### config.mk
export PLATFORM = sky130hd
export DESIGN_NAME = linear_probe_hash_table_top
export DESIGN_NICKNAME = d
export VERILOG_FILES = /design/src/design/lpht_pkg.sv /design/src/design/lpht_ram.sv /design/src/design/lpht_datapath.sv /design/src/design/lpht_ctrl.sv /design/src/design/linear_probe_hash_table_top.sv
export SDC_FILE = /design/constraint.sdc
export NUM_CORES = 1
export LEC_CHECK = 0
export ABC_CLOCK_PERIOD_IN_PS = 13300
export BUFFER_PORTS_ARGS = -buffer_cell sky130_fd_sc_hd__buf_4
export CAP_MARGIN = 20
export CORE_AREA = 3 3 219 221
export CTS_BUF_LIST = sky130_fd_sc_hd__clkbuf_8
export DETAILED_ROUTE_END_ITERATION = 8
export DIE_AREA = 0 0 222 224
export PLACE_DENSITY = 0.76
export REMOVE_ABC_BUFFERS = 1
export SLEW_MARGIN = 25
export SYNTH_ARGS = -nofsm -noshare
export SYNTH_HDL_FRONTEND = slang
export SYNTH_HIERARCHICAL = 1
export SYNTH_SLANG_ARGS = --single-unit
### constraint.sdc
create_clock -name clk -period 13.3 [get_ports clk]
set_clock_uncertainty 0.1 [all_clocks]
set_input_delay 0.665 -clock clk [delete_from_list [all_inputs] [get_ports clk]]
set_output_delay 0.665 -clock clk [all_outputs]
set_load 0.05 [all_outputs]
### src/design/lpht_pkg.sv
// ----------------------------------------------------------------------------
// lpht_pkg
// Shared types and constants for the linear-probing hash table.
// ----------------------------------------------------------------------------
package lpht_pkg;

  // Default number of slots
  localparam int TABLE_SIZE_DEF = 16;

  // Field widths
  localparam int VALUE_W  = 31;
  localparam int OP_W     = 2;
  localparam int STATUS_W = 3;
  localparam int SLOT_W   = 4;
  localparam int COUNT_W  = 5;

  // Operation codes
  localparam logic [OP_W-1:0] OP_INSERT = 2'd0;
  localparam logic [OP_W-1:0] OP_SEARCH = 2'd1;
  localparam logic [OP_W-1:0] OP_DELETE = 2'd2;

  // Result status codes
  localparam logic [STATUS_W-1:0] ST_INSERTED  = 3'd0;
  localparam logic [STATUS_W-1:0] ST_FOUND     = 3'd1;
  localparam logic [STATUS_W-1:0] ST_DELETED   = 3'd2;
  localparam logic [STATUS_W-1:0] ST_NOT_FOUND = 3'd3;
  localparam logic [STATUS_W-1:0] ST_FULL      = 3'd4;

  // Commands from controller to datapath
  typedef struct packed {
    logic                load_in;    // latch request, start home-slot calc
    logic                set_home;   // ptr = home, steps = 0
    logic                rd_en;      // read slot at ptr
    logic                advance;    // ptr = next(ptr), steps++
    logic                start_comp; // ptr = next(ptr), steps = 1
    logic                wr_insert;  // write new entry at ptr
    logic                wr_clear;   // write empty word at ptr
    logic                wr_move;    // write last read entry at hole
    logic                set_hole;   // hole = ptr
    logic                set_slot;   // result slot = ptr
    logic                cnt_inc;
    logic                cnt_dec;
    logic                out_load;   // load output register
    logic [STATUS_W-1:0] out_status;
  } cmd_t;

  // Status from datapath to controller
  typedef struct packed {
    logic            mod_done;  // home slot ready
    logic            rd_valid;  // read slot occupied
    logic            rd_match;  // read slot value equals request value
    logic            stays;     // read entry's home lies in (hole, ptr]
    logic            last_step; // steps at TABLE_SIZE-1
    logic            ptr_last;  // ptr at last slot
    logic            full;      // count at TABLE_SIZE
    logic            out_busy;  // output register holds an untaken result
    logic [OP_W-1:0] op;
  } sts_t;

endpackage

### src/design/lpht_ram.sv
// ----------------------------------------------------------------------------
// lpht_ram
// Generic simple dual-port RAM: one write port, one registered read port.
// ----------------------------------------------------------------------------
module lpht_ram #(
  parameter int WIDTH = 8,
  parameter int DEPTH = 16
) (
  input  logic                     clk,
  input  logic                     we,
  input  logic [$clog2(DEPTH)-1:0] waddr,
  input  logic [WIDTH-1:0]         wdata,
  input  logic                     re,
  input  logic [$clog2(DEPTH)-1:0] raddr,
  output logic [WIDTH-1:0]         rdata
);

  logic [WIDTH-1:0] mem [DEPTH];

  // Write port
  always_ff @(posedge clk) begin
    if (we) begin
      mem[waddr] <= wdata;
    end
  end

  // Registered read port
  always_ff @(posedge clk) begin
    if (re) begin
      rdata <= mem[raddr];
    end
  end

endmodule

### src/design/lpht_datapath.sv
// ----------------------------------------------------------------------------
// lpht_datapath
// Request registers, home-slot modulo unit, probe pointer, slot RAM,
// entry counter and output register of the hash table.
// ----------------------------------------------------------------------------
module lpht_datapath #(
  parameter int TABLE_SIZE = lpht_pkg::TABLE_SIZE_DEF
) (
  input  logic                             clk,
  input  logic                             rst_n,
  input  lpht_pkg::cmd_t                   cmd,
  output lpht_pkg::sts_t                   sts,
  input  logic [lpht_pkg::OP_W-1:0]        in_op,
  input  logic [lpht_pkg::VALUE_W-1:0]     in_value,
  input  logic                             out_ready,
  output logic                             out_valid,
  output logic [lpht_pkg::STATUS_W-1:0]    out_status,
  output logic [lpht_pkg::SLOT_W-1:0]      out_slot,
  output logic [lpht_pkg::COUNT_W-1:0]     out_count
);

  localparam int IW = $clog2(TABLE_SIZE);
  localparam int CW = $clog2(TABLE_SIZE + 1);
  localparam int VW = lpht_pkg::VALUE_W;
  // RAM word: {valid, home, value}
  localparam int WW = VW + IW + 1;
  localparam bit POW2 = (TABLE_SIZE & (TABLE_SIZE - 1)) == 0;
  localparam logic [IW-1:0] LAST = IW'(TABLE_SIZE - 1);
  localparam logic [CW-1:0] FULL_CNT = CW'(TABLE_SIZE);
  // Reciprocal of TABLE_SIZE, exact floor quotient for any VW-bit value
  localparam int          MOD_SH = VW + IW;
  localparam logic [31:0] RECIP  =
    32'(((64'd1 << MOD_SH) + 64'(TABLE_SIZE) - 64'd1) / 64'(TABLE_SIZE));
  localparam logic [IW-1:0] NLO = IW'(TABLE_SIZE);

  logic [VW-1:0]                     val_r;
  logic [lpht_pkg::OP_W-1:0]         op_r;
  logic [IW-1:0]                     home_r;
  logic [IW-1:0]                     ptr_r;
  logic [IW-1:0]                     steps_r;
  logic [IW-1:0]                     hole_r;
  logic [IW-1:0]                     slot_r;
  logic [CW-1:0]                     cnt_r;
  logic [IW-1:0]                     mod_quo_r;
  logic                              mod_phase_r;
  logic                              mod_busy_r;
  logic                              out_valid_r;
  logic [lpht_pkg::STATUS_W-1:0]     out_status_r;
  logic [lpht_pkg::SLOT_W-1:0]       out_slot_r;
  logic [lpht_pkg::COUNT_W-1:0]      out_count_r;

  logic [IW-1:0]     next_ptr;
  logic [VW+32-1:0]  mod_prod;
  logic [IW-1:0]     mod_home;
  logic              ram_we;
  logic [IW-1:0]     ram_waddr;
  logic [WW-1:0]     ram_wdata;
  logic [WW-1:0]     ram_rdata;
  logic [IW-1:0]     rd_home;
  logic              stays;
  logic [31:0]       slot_ext;
  logic [31:0]       cnt_ext;

  // Wrapping slot increment
  assign next_ptr = (ptr_r == LAST) ? '0 : ptr_r + IW'(1);

  // Modulo by reciprocal multiply: low quotient bits first, then the
  // remainder from the low value bits (it always fits in IW bits)
  assign mod_prod = (VW + 32)'(val_r) * (VW + 32)'(RECIP);
  assign mod_home = val_r[IW-1:0] - mod_quo_r * NLO;

  // Request and modulo unit
  always_ff @(posedge clk) begin
    if (!rst_n) begin
      mod_busy_r  <= 1'b0;
      mod_phase_r <= 1'b0;
    end else if (cmd.load_in) begin
      val_r       <= in_value;
      op_r        <= in_op;
      mod_phase_r <= 1'b0;
      if (POW2) begin
        home_r     <= in_value[IW-1:0];
        mod_busy_r <= 1'b0;
      end else begin
        mod_busy_r <= 1'b1;
      end
    end else if (mod_busy_r) begin
      if (!mod_phase_r) begin
        mod_quo_r   <= mod_prod[MOD_SH +: IW];
        mod_phase_r <= 1'b1;
      end else begin
        home_r      <= mod_home;
        mod_busy_r  <= 1'b0;
        mod_phase_r <= 1'b0;
      end
    end
  end

  // Probe pointer, step count, hole and result slot
  always_ff @(posedge clk) begin
    if (!rst_n) begin
      ptr_r <= '0;
    end else begin
      if (cmd.set_home) begin
        ptr_r   <= home_r;
        steps_r <= '0;
      end else if (cmd.start_comp) begin
        ptr_r   <= next_ptr;
        steps_r <= IW'(1);
      end else if (cmd.advance) begin
        ptr_r   <= next_ptr;
        steps_r <= steps_r + IW'(1);
      end
      if (cmd.set_hole) begin
        hole_r <= ptr_r;
      end
      if (cmd.load_in) begin
        slot_r <= '0;
      end else if (cmd.set_slot) begin
        slot_r <= ptr_r;
      end
    end
  end

  // Entry counter
  always_ff @(posedge clk) begin
    if (!rst_n) begin
      cnt_r <= '0;
    end else if (cmd.cnt_inc) begin
      cnt_r <= cnt_r + CW'(1);
    end else if (cmd.cnt_dec && (cnt_r != '0)) begin
      cnt_r <= cnt_r - CW'(1);
    end
  end

  // Slot RAM write mux
  always_comb begin
    ram_we    = cmd.wr_insert | cmd.wr_clear | cmd.wr_move;
    ram_waddr = ptr_r;
    ram_wdata = '0;
    if (cmd.wr_insert) begin
      ram_wdata = {1'b1, home_r, val_r};
    end else if (cmd.wr_move) begin
      ram_waddr = hole_r;
      ram_wdata = ram_rdata;
    end
  end

  lpht_ram #(
    .WIDTH (WW),
    .DEPTH (TABLE_SIZE)
  ) u_slots (
    .clk   (clk),
    .we    (ram_we),
    .waddr (ram_waddr),
    .wdata (ram_wdata),
    .re    (cmd.rd_en),
    .raddr (ptr_r),
    .rdata (ram_rdata)
  );

  // Entry stays put if its home lies cyclically in (hole, ptr]
  assign rd_home = ram_rdata[VW +: IW];
  always_comb begin
    if (hole_r <= ptr_r) begin
      stays = (hole_r < rd_home) && (rd_home <= ptr_r);
    end else begin
      stays = (hole_r < rd_home) || (rd_home <= ptr_r);
    end
  end

  // Output register
  assign slot_ext = 32'(slot_r);
  assign cnt_ext  = 32'(cnt_r);
  always_ff @(posedge clk) begin
    if (!rst_n) begin
      out_valid_r <= 1'b0;
    end else if (cmd.out_load) begin
      out_valid_r  <= 1'b1;
      out_status_r <= cmd.out_status;
      out_slot_r   <= slot_ext[lpht_pkg::SLOT_W-1:0];
      out_count_r  <= cnt_ext[lpht_pkg::COUNT_W-1:0];
    end else if (out_ready) begin
      out_valid_r <= 1'b0;
    end
  end

  assign out_valid  = out_valid_r;
  assign out_status = out_status_r;
  assign out_slot   = out_slot_r;
  assign out_count  = out_count_r;

  // Status to controller
  always_comb begin
    sts.mod_done  = !mod_busy_r;
    sts.rd_valid  = ram_rdata[WW-1];
    sts.rd_match  = ram_rdata[VW-1:0] == val_r;
    sts.stays     = stays;
    sts.last_step = steps_r == LAST;
    sts.ptr_last  = ptr_r == LAST;
    sts.full      = cnt_r >= FULL_CNT;
    sts.out_busy  = out_valid_r && !out_ready;
    sts.op        = op_r;
  end

endmodule

### src/design/lpht_ctrl.sv
// ----------------------------------------------------------------------------
// lpht_ctrl
// Controller state machine: clearing pass, probe walk for insert, search
// and delete, backward-shift compaction and result hand-off.
// ----------------------------------------------------------------------------
module lpht_ctrl (
  input  logic           clk,
  input  logic           rst_n,
  input  logic           in_valid,
  output logic           in_ready,
  input  lpht_pkg::sts_t sts,
  output lpht_pkg::cmd_t cmd
);

  typedef enum logic [8:0] {
    S_CLEAR  = 9'b000000001,
    S_IDLE   = 9'b000000010,
    S_HASH   = 9'b000000100,
    S_READ   = 9'b000001000,
    S_CHECK  = 9'b000010000,
    S_CREAD  = 9'b000100000,
    S_CCHECK = 9'b001000000,
    S_CMOVE  = 9'b010000000,
    S_RESP   = 9'b100000000
  } state_t;

  state_t                        state_r, state_nxt;
  logic [lpht_pkg::STATUS_W-1:0] res_r, res_nxt;

  always_ff @(posedge clk) begin
    if (!rst_n) begin
      state_r <= S_CLEAR;
      res_r   <= lpht_pkg::ST_NOT_FOUND;
    end else begin
      state_r <= state_nxt;
      res_r   <= res_nxt;
    end
  end

  assign in_ready = state_r == S_IDLE;

  // Next state and commands
  always_comb begin
    state_nxt      = state_r;
    res_nxt        = res_r;
    cmd            = '0;
    cmd.out_status = res_r;
    case (state_r)
      // Empty every slot after reset
      S_CLEAR: begin
        cmd.wr_clear = 1'b1;
        cmd.advance  = 1'b1;
        if (sts.ptr_last) begin
          state_nxt = S_IDLE;
        end
      end
      S_IDLE: begin
        if (in_valid) begin
          cmd.load_in = 1'b1;
          state_nxt   = S_HASH;
        end
      end
      // Wait for home slot, then dispatch on op
      S_HASH: begin
        if (sts.mod_done) begin
          case (sts.op)
            lpht_pkg::OP_INSERT: begin
              if (sts.full) begin
                res_nxt   = lpht_pkg::ST_FULL;
                state_nxt = S_RESP;
              end else begin
                cmd.set_home = 1'b1;
                state_nxt    = S_READ;
              end
            end
            lpht_pkg::OP_SEARCH, lpht_pkg::OP_DELETE: begin
              cmd.set_home = 1'b1;
              state_nxt    = S_READ;
            end
            default: begin
              res_nxt   = lpht_pkg::ST_NOT_FOUND;
              state_nxt = S_RESP;
            end
          endcase
        end
      end
      S_READ: begin
        cmd.rd_en = 1'b1;
        state_nxt = S_CHECK;
      end
      // Probe one slot
      S_CHECK: begin
        if (sts.op == lpht_pkg::OP_INSERT) begin
          if (!sts.rd_valid) begin
            cmd.wr_insert = 1'b1;
            cmd.cnt_inc   = 1'b1;
            cmd.set_slot  = 1'b1;
            res_nxt       = lpht_pkg::ST_INSERTED;
            state_nxt     = S_RESP;
          end else if (sts.last_step) begin
            res_nxt   = lpht_pkg::ST_FULL;
            state_nxt = S_RESP;
          end else begin
            cmd.advance = 1'b1;
            state_nxt   = S_READ;
          end
        end else if (!sts.rd_valid) begin
          res_nxt   = lpht_pkg::ST_NOT_FOUND;
          state_nxt = S_RESP;
        end else if (sts.rd_match) begin
          cmd.set_slot = 1'b1;
          if (sts.op == lpht_pkg::OP_SEARCH) begin
            res_nxt   = lpht_pkg::ST_FOUND;
            state_nxt = S_RESP;
          end else begin
            cmd.wr_clear   = 1'b1;
            cmd.set_hole   = 1'b1;
            cmd.cnt_dec    = 1'b1;
            cmd.start_comp = 1'b1;
            res_nxt        = lpht_pkg::ST_DELETED;
            state_nxt      = S_CREAD;
          end
        end else if (sts.last_step) begin
          res_nxt   = lpht_pkg::ST_NOT_FOUND;
          state_nxt = S_RESP;
        end else begin
          cmd.advance = 1'b1;
          state_nxt   = S_READ;
        end
      end
      S_CREAD: begin
        cmd.rd_en = 1'b1;
        state_nxt = S_CCHECK;
      end
      // Compaction: pull entry back into the hole unless its home forbids
      S_CCHECK: begin
        if (!sts.rd_valid) begin
          state_nxt = S_RESP;
        end else if (!sts.stays) begin
          cmd.wr_move = 1'b1;
          state_nxt   = S_CMOVE;
        end else if (sts.last_step) begin
          state_nxt = S_RESP;
        end else begin
          cmd.advance = 1'b1;
          state_nxt   = S_CREAD;
        end
      end
      // Vacate the moved entry's old slot, it becomes the hole
      S_CMOVE: begin
        cmd.wr_clear = 1'b1;
        cmd.set_hole = 1'b1;
        if (sts.last_step) begin
          state_nxt = S_RESP;
        end else begin
          cmd.advance = 1'b1;
          state_nxt   = S_CREAD;
        end
      end
      S_RESP: begin
        if (!sts.out_busy) begin
          cmd.out_load = 1'b1;
          state_nxt    = S_IDLE;
        end
      end
      default: begin
        state_nxt = S_IDLE;
      end
    endcase
  end

endmodule

### src/design/linear_probe_hash_table_top.sv
// ----------------------------------------------------------------------------
// linear_probe_hash_table_top
// Open-addressed hash table with linear probing, streaming interface.
// ----------------------------------------------------------------------------
// One request is handled at a time. After reset the block clears the slot
// RAM before in_tready rises. A request is then accepted, its home slot is
// calculated (taken from the low value bits when TABLE_SIZE is a power of
// two, otherwise in the reciprocal-multiply modulo unit), slots are probed
// through the registered RAM read port (up to TABLE_SIZE probes), and for
// delete the cluster entries are walked in compaction (up to TABLE_SIZE-1),
// before the output register is loaded. A request that needs no probe
// (insert into a full table, unused op) goes straight to the output
// register. A result waiting in the output register does not block
// acceptance of the next request; that request's result is held back until
// the waiting one has been taken.
module linear_probe_hash_table_top #(
  parameter int TABLE_SIZE = lpht_pkg::TABLE_SIZE_DEF
) (
  input  logic        clk,
  input  logic        rst_n,
  input  logic        in_tvalid,
  output logic        in_tready,
  input  logic [31:0] in_tdata,   // [30:0] item_value, [31] zero
  input  logic [1:0]  in_tuser,   // [1:0] op
  output logic        out_tvalid,
  input  logic        out_tready,
  output logic [15:0] out_tdata,  // [3:0] slot_index, [8:4] entry_count
  output logic [2:0]  out_tuser   // [2:0] status
);

  lpht_pkg::cmd_t                   cmd;
  lpht_pkg::sts_t                   sts;
  logic [lpht_pkg::SLOT_W-1:0]      slot_index;
  logic [lpht_pkg::COUNT_W-1:0]     entry_count;

  lpht_ctrl u_ctrl (
    .clk      (clk),
    .rst_n    (rst_n),
    .in_valid (in_tvalid),
    .in_ready (in_tready),
    .sts      (sts),
    .cmd      (cmd)
  );

  lpht_datapath #(
    .TABLE_SIZE (TABLE_SIZE)
  ) u_dp (
    .clk        (clk),
    .rst_n      (rst_n),
    .cmd        (cmd),
    .sts        (sts),
    .in_op      (in_tuser),
    .in_value   (in_tdata[lpht_pkg::VALUE_W-1:0]),
    .out_ready  (out_tready),
    .out_valid  (out_tvalid),
    .out_status (out_tuser),
    .out_slot   (slot_index),
    .out_count  (entry_count)
  );

  // Pack result payload
  assign out_tdata = {7'd0, entry_count, slot_index};

endmodule

# Word-level counts from Yosys, hierarchy flattened

Memories as Yosys holds them, arrays and structs flattened. A register that Yosys moved wholly into a read port is not among the register bits.
Index checks and enable logic that the tools add are counted.

Add/subtract/negate cells: 4
Multipliers: 0
Div/mod/pow operators: 0
Magnitude comparators: 4
Equal/unequal tests: 22
Shift-type cells: 0
Mux-type cells: 86
Bitwise operators: 4
Reduce and logical (&&, ||, !) cells: 28

Operators with widths:

| operator             | number |
|---|---|
| $mux W9              | 14 |
| $pmux W9 S9          | 1 |
| $mux W36             | 2 |
| $mux W4              | 11 |
| $mux W1              | 34 |
| $eq A31 B31 Y1       | 1 |
| $mux W3              | 9 |
| $pmux W9 S2          | 1 |
| $mux W2              | 6 |
| $pmux W3 S2          | 2 |
| $reduce_bool A2 Y1   | 6 |
| $mux W5              | 2 |
| $ne A2 B2 Y1 const B | 5 |
| $reduce_and A2 Y1    | 5 |
| $reduce_or A2 Y1     | 5 |
| $eq A9 B1 Y1 const B | 1 |
| $eq A9 B2 Y1 const B | 1 |
| $eq A9 B3 Y1 const B | 1 |
| $eq A9 B4 Y1 const B | 1 |
| $eq A9 B5 Y1 const B | 1 |
| $eq A9 B6 Y1 const B | 1 |
| $eq A9 B7 Y1 const B | 1 |
| $eq A9 B8 Y1 const B | 1 |
| $eq A9 B9 Y1 const B | 1 |
| other kinds (25)     | 35 |

Bits in registers: 85
Bits in latches: 0
RAM bits: 576
Bits in read-only memories: 0
Input bits: 38
Output and inout bits: 21
Logic and storage cells: 166
Memories kept: 1

Memory list:

| name             | words | bits a word | rd ports | clocked after memory_dff | wr ports | RTL line       | RTL |
|---|---|---|---|---|---|---|---|
| u_dp.u_slots.mem | 16    | 36          | 1        | 1                        | 1        | lpht_ram.sv:18 | `logic [WIDTH-1:0] mem [DEPTH];` |

# Logic depth before layout (Yosys ltp)

Depth after elaboration: 10
Mapped depth: 15
Gate-level depth less buffers: 14

# By module

Netlist, hierarchy kept.

By module, submodules not included:

| module                      | instances | cells an instance | area an instance (sq um) | seq. area each (sq um) |
|---|---|---|---|---|
| lpht_ram                    | 1         | 938               | 22679.3                  | 18377.6 |
| lpht_datapath               | 1         | 305               | 3728.6                   | 2072.0 |
| lpht_ctrl                   | 1         | 128               | 1017.2                   | 240.2 |
| linear_probe_hash_table_top | 1         | 8                 | 56.3                     | 0.0 |

# Worst setup path after synthesis

Ideal clock, no wire load.

Kind: reg-to-reg
From: register u_dp.ptr_r[2]
To: memory u_dp/u_slots/mem[0][0] (netlist name), enable pin
Library setup time: 0.474 ns
Arrival: 5.405 ns
Required time: 12.726 ns
Path slack: 7.321 ns
Stages on the path, launching flop included: 14
Path buffers: 2
Period minus slack after synthesis: 5.979 ns
Cell sequence: dfxtp_1 -> inv_1 -> ha_1 -> a21oi_1 -> o22ai_1 -> o22a_1 -> maj3_1 -> buf_4 -> nor2_1 -> nor2b_2 -> buf_2 -> o21ai_0 -> or3b_2 -> nor3_1

RTL lines:

| item                   | RTL line             | RTL |
|---|---|---|
| start, declared        | lpht_datapath.sv:39  | `logic [IW-1:0] ptr_r;` |
| start signal, assigned | lpht_datapath.sv:105 | `ptr_r <= home_r;` |
| start signal, assigned | lpht_datapath.sv:108 | `ptr_r <= next_ptr;` |
| start signal, assigned | lpht_datapath.sv:111 | `ptr_r <= next_ptr;` |
| end, declared          | lpht_ram.sv:18       |  |

==> impl_metrics.ini <==
[status]
outcome = finished clean

[placed_design]
place_hpwl_um = 31300
gp_congestion = 0.796
io_buffers = 50
placedCellCount = 1998

[synthesis]
yosysWarnings = 6
synthCells = 1379
synth-compound-area-share_pct = 4.43
syn_area_per_cell_sq_um = 19.9
synth.mux.area_fraction_pct = 12.2
synth_edf_count = 673
async_flop_share_pct = 0
synth-seq-cells = 697
syn_area_sq_um = 27500
synth_ff_type = edfxtp_1
synth_fa_ha_area_share_pct = 0.974
yosysSeqAreaShare_pct = 75.3
synthSimpleGateAreaFrac_pct = 3.88
synth_cell_types = 67
synth_top_family_by_area = multiplexers
synth_xor_area_share_pct = 1.24

[setup_path]
critical-path-slowest-cell = nor2_4
crit_chain = inv_1 > ha_1 > nand3_1 > o22ai_1 > o22a_1 > maj3_1 > nor2_1 > nor2b_4 > buf_4 > nand2_1 > o21ai_1 > nand2_1 > nor2_4 > buf_4
critPathCaptureType = flop
worstPathArrival_ns = 6.16
start_kind = flop
slowest_delay_ns = 0.77
cp.required_ns = 13.53
crit_type = flop to flop
critPathMaxFanout = 40

[power_and_ir_drop]
p_per_area_nw_per_um2 = 158
power_frac_comb_pct = 13.8
pwr-share-seq_pct = 54.2
ir_worst_vdd_mv = 0.108
internal_power_mw = 3.62
switching_share_pct = 25.4
switchingPower_mw = 1.23
clkPwrFrac_pct = 32.0
p_leak_nw = 9.01

[clock_network]
h-tree-depth = 3
cts_tree = yes
cts_resized = 0
cts_setup_buffers = 0
clk_pin_slew_worst_paths_ns = 0.06
cts_hold_buf = 22
cts.sinks = 697
clockBufferDepth = 3
cts_made_buffers = 107
cts-root-buf = clkbuf_8
clkLatencyLatePin_ns = 0.70

[hold_path]
min_path_type = input pin to flop

[global_route]
grt_pass1_vias = 14500
antenna_found_initial = 0
grt_max_degree = 68
grt_overflow_total = 0
grt_usage_pct = 24.2
grt_pass1_wl_um = 89000

[sta]
relSlewSlack_pct = 32.3
finalMaxSlewViolations = 0
min_period_over_period_pct = 44.6
finalHoldViolations = 0
worst_slew_pin_slew_ns = 1.01
fin_tns_setup_ns = 0
max_freq_mhz = 169
min_period_ns = 5.93
rsz0062_at_grt = no
setup_viol = 0

[drt]
drt-vias-per-instance = 6.44
vias = 14200
drc = 0
dr.pass1.iters = 5
drt-wirelength-per-cell_um = 27.0
drt-total-wl_um = 59600
initialDrtViolationCount = 1686
ant_nets = 0

[cells_and_area]
num-fill-cells = 2917
area_growth_pct = 11.8
finish.net_count = 1580
fin_cells = 2208
fin_util_pct = 66.2
drive_gt1_share_pct = 24.9
antenna_cells = 0

[die]
die-height_um = 224
start_util_pct = 59.3
die_area_sq_um = 49700
die_x_um = 222
core.rowCount = 79
io_pins = 59
core-area_sq_um = 46400

[flow_run]
max-cap-violations = 0
## stage by stage
step                setup WS [ns]  total power, mW  hold WS, ns  instance area [sq um]
floorplan                    1.15             3.19        0.300                  27100
global placement             7.46             3.31        0.307                  28600
detailed placement           7.29             3.34        0.306                  28600
CTS                          7.28             4.89      0.00160                  30700
global route                 7.10             5.05      0.00320                  30700
finish                       7.37             4.86       0.0529                  30700
## cells in the mapped netlist, drive strengths merged (3+ instances only)
master / n / area (sq um)
edfxtp: 673 / 20200
mux4: 144 / 3240
a22oi: 72 / 541
nand2: 57 / 221
buf: 50 / 332
nor2: 37 / 139
a22o: 33 / 289
clkbuf: 28 / 105
inv: 26 / 97.6
dfxtp: 24 / 480
xor2: 24 / 210
ha: 19 / 238
nor3: 18 / 106
a21oi: 16 / 87.6
xnor2: 15 / 131
o21ai: 14 / 70.1
nand4: 13 / 81.3
nand3: 11 / 55.1
nor2b: 10 / 65.1
nor4: 9 / 77.6
and2: 7 / 43.8
or3: 7 / 48.8
and3: 6 / 37.5
mux2i: 6 / 60.1
nand2b: 6 / 37.5
mux2: 5 / 56.3
nor3b: 5 / 37.5
a211o: 4 / 35.0
a21o: 4 / 31.3
nand3b: 4 / 30.0
o2111ai: 3 / 26.3
## cells by family (layout without fill, tap and decap cells)
group	count (synthesis)	count (layout)
compound gates	163	163
xor+xnor	39	39
fa+ha+maj	21	21
buf+inv	104	320
flops	697	697
mux	155	155
other cells	1	7
simple gates	199	199
## layer usage
layer	share of wire [%]	global-route usage (%)	vias to the layer above
met4	2.6	7.51	0
met3	8.9	5.19	137
met1	39	34.0	7381
met5	0	0	-
li1	-	-	5962
met2	49	39.0	742
## path summary, 6_finish.rpt
check	to	cells past startpoint	slack (ns)	startpoint
hold / removal	u_dp/op_r[0]	1	0.05	in_tuser[0]
hold reg to reg	u_dp/out_slot[3]	0	0.32	u_dp/slot_r[3]
setup / recovery	u_dp/u_slots/mem[11][0]	14	7.37	u_dp/ptr_r[1]
setup reg to reg	u_dp/u_slots/mem[11][0]	14	7.37	u_dp/ptr_r[1]
## layout by cell type, fill, tap and decap left out, drive strengths merged, types with 15 or more instances in the layout
cell	n
a21oi	16
a22o	33
a22oi	72
buf	84
clkbuf	108
clkinv	32
dfxtp	24
dlygate4sd3	22
edfxtp	673
ha	19
inv	72
mux4	144
nand2	57
nor2	37
nor3	18
xnor2	15
xor2	24
## cell type report
type	count	area (sq um)	area share (%)
Inverter	26	97.6	0.318
Clock inverter	80	379	1.23
Multi-Input combinational cell	584	6430	20.9
Sequential cell	697	20700	67.4
Clock buffer	108	1490	4.84
Timing Repair Buffer	106	858	2.79
Tap cell	607	759	2.47
## critical path: cells and delay by family, from the launching register on
| family | cells | cell delay, ns |
|---|---|---|
| flip-flops | 1 | 0.69 |
| adder cells (fa/ha/maj) | 2 | 0.75 |
| AO/OA/AOI/OAI | 3 | 0.67 |
| buffers and inverters | 3 | 1.27 |
| AND/OR/NAND/NOR | 6 | 2.03 |
## power by group through the flow
stage / Clock, mW / Sequential (mW) / Combinational, mW
after floorplan: 0 / 2.73 / 0.455
after global placement: 0 / 2.66 / 0.647
after detailed placement: 0 / 2.68 / 0.661
after CTS: 1.59 / 2.63 / 0.669
after global routing: 1.68 / 2.64 / 0.718
final: 1.55 / 2.63 / 0.669
## sequential cells by signal, indices dropped and copies added (netlist names), 5 cells and up
name	count
u_dp/u_slots/rdata	36
u_dp/out_count	5
u_ctrl/state_r	9
u_dp/val_r	31
u_dp/cnt_r	5
u_dp/u_slots/mem	576
Power figures use the tool's default switching activity.
